## config.mk

```make
export PLATFORM = sky130hd
export DESIGN_NAME = pece_div
export DESIGN_NICKNAME = d
export VERILOG_FILES = /design/src/rtl/pece_pkg.sv /design/src/rtl/pece_div.sv
export SDC_FILE = /design/constraint.sdc
export NUM_CORES = 1
export LEC_CHECK = 0
export ABC_AREA = 1
export BUFFER_PORTS_ARGS = -buffer_cell sky130_fd_sc_hd__buf_2
export CAP_MARGIN = 20
export CORE_AREA = 4 4 317 319
export CTS_CLUSTER_SIZE = 12
export DETAILED_ROUTE_END_ITERATION = 12
export DIE_AREA = 0 0 321 323
export GPL_TIMING_DRIVEN = 0
export HOLD_SLACK_MARGIN = 0.05
export MAX_ROUTING_LAYER = met4
export PLACE_DENSITY = 0.73
export RECOVER_POWER = 100
export SETUP_SLACK_MARGIN = 0.3
export SLEW_MARGIN = 20
export SYNTH_ARGS = -nofsm -noshare
export SYNTH_HDL_FRONTEND = slang
export SYNTH_SLANG_ARGS = --single-unit
```

## constraint.sdc

```tcl
create_clock -name clk -period 2.37 [get_ports clk]
set_input_delay 0.237 -clock clk [delete_from_list [all_inputs] [get_ports clk]]
set_output_delay 0.237 -clock clk [all_outputs]
set_load 0.03 [all_outputs]
```

## src/rtl/pece_pkg.sv

```systemverilog
// Shared definitions for the polynomial easing curve evaluator:
// parameter defaults, curve and direction codes, and a rounding shift.
// No dependencies.
`default_nettype none

package pece_pkg;

	localparam int FRAC_BITS_DEF   = 16;
	localparam int VALUE_WIDTH_DEF = 16;

	localparam logic [14:0] BACK_DEFAULT = 15'd13939;

	// curve_kind codes
	localparam logic [2:0] CURVE_LINEAR  = 3'd0;
	localparam logic [2:0] CURVE_QUAD    = 3'd1;
	localparam logic [2:0] CURVE_CUBIC   = 3'd2;
	localparam logic [2:0] CURVE_QUART   = 3'd3;
	localparam logic [2:0] CURVE_QUINT   = 3'd4;
	localparam logic [2:0] CURVE_BACK    = 3'd5;
	localparam logic [2:0] CURVE_BOUNCE  = 3'd6;

	// opcode (direction) codes
	localparam logic [1:0] DIR_NONE  = 2'd0;
	localparam logic [1:0] DIR_IN    = 2'd1;
	localparam logic [1:0] DIR_OUT   = 2'd2;
	localparam logic [1:0] DIR_INOUT = 2'd3;

	typedef enum logic [1:0] {
		FAM_LIN    = 2'd0,
		FAM_POW    = 2'd1,
		FAM_BACK   = 2'd2,
		FAM_BOUNCE = 2'd3
	} fam_t;

	// shaping mode: plain in, plain out, first or second half of in-out
	typedef enum logic [1:0] {
		PM_IN  = 2'd0,
		PM_OUT = 2'd1,
		PM_IO1 = 2'd2,
		PM_IO2 = 2'd3
	} pm_t;

	// shift right by sh with rounding to nearest, ties away from zero
	function automatic logic signed [63:0] rnd_shr(input logic signed [63:0] v,
			input int unsigned sh);
		logic [63:0] mag;
		logic [63:0] r;
		mag = v[63] ? 64'(-v) : 64'(v);
		r = (mag + (64'd1 << (sh - 1))) >> sh;
		return v[63] ? -$signed(r) : $signed(r);
	endfunction

endpackage

`default_nettype wire

```

## src/rtl/pece_div.sv

```systemverilog
// Pipelined restoring divider: rounded elapsed/duration as a fraction,
// one quotient bit per stage, elapsed clamped to duration. Uses pece_pkg.
`default_nettype none

module pece_div import pece_pkg::*; #(
	parameter int FRACTION_BITS = FRAC_BITS_DEF,
	parameter int SIDE_W        = 8
) (
	input  logic                     clk,
	input  logic                     arst_n,
	input  logic                     en,
	input  logic                     in_valid,
	input  logic [15:0]              in_elapsed,
	input  logic [15:0]              in_duration,
	input  logic [SIDE_W-1:0]        in_side,
	output logic                     out_valid,
	output logic [FRACTION_BITS:0]   out_quot,
	output logic [SIDE_W-1:0]        out_side
);

	localparam int F  = FRACTION_BITS;
	localparam int ST = F + 1;
	localparam int NW = 16 + F;

	logic              vld   [0:ST];
	logic [15:0]       rem_s [0:ST];
	logic [F:0]        low_s [0:ST];
	logic [15:0]       den_s [0:ST];
	logic [F:0]        quo_s [0:ST];
	logic [SIDE_W-1:0] side_s[0:ST];

	logic [15:0]   t_clamp;
	logic [NW-1:0] num;

	always_comb begin
		t_clamp = (in_elapsed > in_duration) ? in_duration : in_elapsed;
		num = (NW'(t_clamp) << F) + NW'(in_duration >> 1);
	end

	always_ff @(posedge clk or negedge arst_n) begin
		if (!arst_n) begin
			vld[0] <= 1'b0;
		end else if (en) begin
			vld[0] <= in_valid;
		end
	end

	always_ff @(posedge clk) begin
		if (en) begin
			rem_s[0]  <= 16'(num[NW-1:F+1]);
			low_s[0]  <= num[F:0];
			den_s[0]  <= in_duration;
			quo_s[0]  <= '0;
			side_s[0] <= in_side;
		end
	end

	for (genvar k = 0; k < ST; k++) begin : g_step
		logic [16:0] trial;
		logic        ge;

		always_comb begin
			trial = {rem_s[k], low_s[k][F]};
			ge = trial >= {1'b0, den_s[k]};
		end

		always_ff @(posedge clk or negedge arst_n) begin
			if (!arst_n) begin
				vld[k+1] <= 1'b0;
			end else if (en) begin
				vld[k+1] <= vld[k];
			end
		end

		always_ff @(posedge clk) begin
			if (en) begin
				rem_s[k+1]  <= ge ? 16'(trial - {1'b0, den_s[k]}) : trial[15:0];
				low_s[k+1]  <= low_s[k] << 1;
				den_s[k+1]  <= den_s[k];
				quo_s[k+1]  <= {quo_s[k][F-1:0], ge};
				side_s[k+1] <= side_s[k];
			end
		end
	end

	assign out_valid = vld[ST];
	assign out_quot  = quo_s[ST];
	assign out_side  = side_s[ST];

endmodule

`default_nettype wire

```

* Word level (Yosys, flattened, before mapping)
Memory sizes are Yosys's and may differ from the RTL's. Cells that the tools add are included.
Word-level totals: bits in registers 18, memory bits (writable) 1332, bits of input ports 44, output and inout port bits 26, word-level logic and storage cells 79, memories 5
Memory list:
- low_s | depth 18, width 17, rd ports 17, clocked after memory_dff 0, wr ports 18, RTL line pece_div.sv:27 | logic [F:0] low_s [0:ST];
- quo_s | depth 18, width 17, rd ports 18, clocked after memory_dff 0, wr ports 18, RTL line pece_div.sv:29 | logic [F:0] quo_s [0:ST];
- den_s | depth 18, width 16, rd ports 17, clocked after memory_dff 0, wr ports 18, RTL line pece_div.sv:28 | logic [15:0] den_s [0:ST];
- rem_s | depth 18, width 16, rd ports 17, clocked after memory_dff 0, wr ports 18, RTL line pece_div.sv:26 | logic [15:0] rem_s [0:ST];
- side_s | depth 18, width 8, rd ports 18, clocked after memory_dff 0, wr ports 18, RTL line pece_div.sv:30 | logic [SIDE_W-1:0] side_s[0:ST];
Cells by class: add/subtract/negate cells 18, order comparisons 18, mux-type cells 20
Operators by type and width (count):
- greater-or-equal comparator 17 x 16 -> 1 bit | 17
- two-way mux 16 bit | 18
- subtractor 16 bit | 17
- adder 32 x 15 -> 32 bit | 1
- greater-than comparator 16 bit | 1
- two-way mux 1 bit | 2

* Depth between registers and ports, before layout
depth after elaboration 3, depth in mapped cells 15, gate-level depth less buffers 14

* Least setup slack after synthesis
OpenSTA, ideal clock, no wires.
path type register to register, start point memory den_s[5][0], end point memory rem_s[6][8], data pin, library setup time 253 ps, arrival time 1686 ps, data required time 2117 ps, path slack 431 ps, cell stages (with the launch flop) 10, buffers on the path 0, clock period less this slack 1939 ps, path through edfxtp_1 ha_1 fa_1 inv_1 nand3_1 nand3_1 a21oi_1 or2_2 nand3_1 nand2_1
RTL lines (RTL line):
- start, declared | pece_div.sv:28
- end, declared | pece_div.sv:26

==> reports/metrics.csv <==
metric;value;unit
status;finished, violations left;
violations;max-capacitance violations, max-slew violations;
drt-total-wl;126000;µm
vias_per_cell;5.13;
yosys.area.top_type;edfxtp_1;
seqCellArea;25700;µm²
hpwl;85300;µm
fp.dieH;323;µm
synthTopCellsByArea;edfxtp_1 52%, nand2_1 16%, inv_1 8.0%;
fin_crit_sh;93.8;%
nets;6512;
drt-pass1-iter-count;5;
die_w;321;µm
crit_buf_inv;2;
io_buffers;69;
synth_edf_count;841;
maxCapViolCount;2;
ios;70;
synth_seq_cells;859;
critPathLaunchType;flip-flop;
rsz0062_at_grt;true;
critPathTopFamily;simple AND/OR/NAND/NOR gates;
power_leakage;0.0293;µW
htreeDepth;3;
multiInputGateArea;22900;µm²
path_cells;ha_1, buf_6, nand2_1, nand2_2, nand2_1, nand2_1, nand2_2, nand3_2, nand2_1, nand2_8, clkbuf_1, nand2_1, nand2_1;
seq_area_frac_synth;53.1;%
cts_tree;yes;
clk_latency;0.67;ns
synth_cell_types;43;
yosysMostFrequentCell;nand2_1;
design_area;62300;µm²
grt_pass1_vias;36500;
crit_type;flip-flop to flip-flop;
synth-warning-count;0;
start_util;49.5;%
path_max_fanout;6;
critPathSlowestCell;edfxtp_1;
worstPathRequired;2.81;ns
nFillCells;7800;
synth_area_per_cell;8.78;µm²
synth-async-reset-ratio;2.10;%
final_hold_viol_count;0;
max-slew-margin-rel;-62.2;%
clock-sinks;859;
worst_pin_slew;2.43;ns
core;97800;µm²
grt_pass1_wl;190000;µm
finalSetupViolations;0;
antenna_cells_inserted;0;
grt_max_degree;106;
gr-total-overflow;0;
synth_top_cells_by_count;2,045 x nand2_1, 1,030 x inv_1, 841 x edfxtp_1;
period_minus_slack;2.22;ns
cts_root_buffer;clkbuf_16;
cp_common_cell;nand2_1;
cp-end-kind;flip-flop;
grt.total_usage;23.8;%
grt_antenna_before_repair;0;
syn-num-nets;5859;
area_growth;28.8;%
rows;115;
placed_cell_area;50600;µm²
fmax;450;MHz
slowest_delay;0.42;ns
min_path_type;primary input to flip-flop;
power_density;1250;nW/µm²
cts_buffers;95;
synth-main-ff-cell;edfxtp_1;
critPathArrivalTime;2.66;ns
fin_skew;0.0218;ns
worst_ir_drop_vdd;629;µV
gp_congestion;0.896;
syn_inst;5511;
drv_slew;178;
wl_per_cell;16.8;µm
drc;0;
synth.top_cell.area_share;52.2;%
netlist_area;48400;µm²
post-route-util;63.7;%
drive_above_1_share;24.3;%
clockBufferDepth;3;
ant_nets;0;
clk_pin_slew;0.06;ns
num_vias;38600;
first_iter_violations;2871;
fp.dieArea;104000;µm²
[where the power goes]
group | leakage [µW] | switching [µW] | internal, µW
Combinational | 0.0193 | 22400 | 16800
Clock | 0.00148 | 5940 | 8350
Sequential | 0.00846 | 2820 | 21200
[flip-flops by register name, indices dropped and copies added, names as in the netlist]
register	flops
rem_s	271
den_s	269
quo_s	153
side_s	144
vld	17
low_s	4
out_valid	1
[logic make-up after synthesis]
kind of cell / after synthesis / synth area share [%]
simple gates: 2936 / 25.6
flops: 859 / 53.1
compound gates: 209 / 2.28
buf+inv: 1105 / 9.10
xor+xnor: 98 / 1.77
fa+ha+maj: 304 / 8.11
[worst reg2reg max path, stage by stage, from the launching register on]
cell and delay, ns:
edfxtp_1 0.42, ha_1 0.32, buf_6 0.14, nand2_1 0.08, nand2_2 0.07, nand2_1 0.09, nand2_1 0.08, nand2_2 0.08
nand3_2 0.07, nand2_1 0.16, nand2_8 0.12, clkbuf_1 0.21, nand2_1 0.10, nand2_1 0.05
[layout make-up]
cell class / instances / share of cell area [%]
clock inverters: 49 / 0.783
plain buffers: 64 / 1.20
flip-flops and latches: 859 / 41.3
clock buffers: 118 / 4.07
repair buffers: 556 / 7.06
well taps: 1287 / 2.58
inverters: 1041 / 6.33
multi-input cells: 3547 / 36.7
[layout by cell type (no fill, tap or decap), types with 29 or more instances in the layout]
master / instances
nand2_2: 253
nand2_1: 1741
nand2_4: 78
nor3_1: 45
dlygate4sd3_1: 43
nand3_2: 56
nor2_1: 148
clkbuf_16: 102
nor2_2: 43
buf_2: 30
clkbuf_4: 74
nand3_1: 359
clkbuf_1: 115
nand4_1: 70
a21oi_1: 151
nand3b_1: 46
ha_4: 198
xor2_1: 75
buf_6: 40
inv_2: 127
ha_1: 77
inv_1: 905
edfxtp_1: 841
buf_4: 272
nor2_4: 29
[final timing paths]
check,from,endpoint,slack (ns),cells after the start
min,en,rem_s[1][15],0.11,2
max in group asynchronous,arst_n,vld[6],1.14,3
max,rem_s[1][1],rem_s[2][7],0.15,13
min reg2reg,side_s[16][2],side_s[17][2],0.40,0
max reg2reg,rem_s[1][1],rem_s[2][7],0.15,13
min in group asynchronous,arst_n,vld[17],0.74,3
[timing repair]
action	4_1_cts	5_1_grt
endpoints found under the setup margin	271	298
gates cloned	16	10
pin swaps	148	246
setup buffers	257	152
gates resized for setup	566	567
hold endpoints to repair	117	58
hold buffers	43	1
[through the flow]
step / total power [µW] / std cells / worst slack, ns / hold slack [ns] / TNS, ns
2_1_floorplan: 43300 / 5511 / 0.431 / -0.0586 / 0
3_3_place_gp: 51200 / 6867 / -11.98 / 0.177 / -9924.61
3_5_place_dp: 51200 / 6875 / -0.899 / 0.182 / -59.89
4_1_cts: 72800 / 7358 / 0.207 / 0.00260 / 0
5_1_grt: 82800 / 7521 / 0.0677 / 0.102 / 0
6_report: 77600 / 7521 / 0.146 / 0.105 / 0
[metal layers]
layer	routed length [µm]	vias up	track usage (%)
met5	0	-	-
met2	62800	1121	40.7
li1	-	19000	-
met3	6210	314	2.70
met1	52100	18100	29.1
met4	5090	0	9.02
No activity file was read; power rests on OpenSTA's default activity.
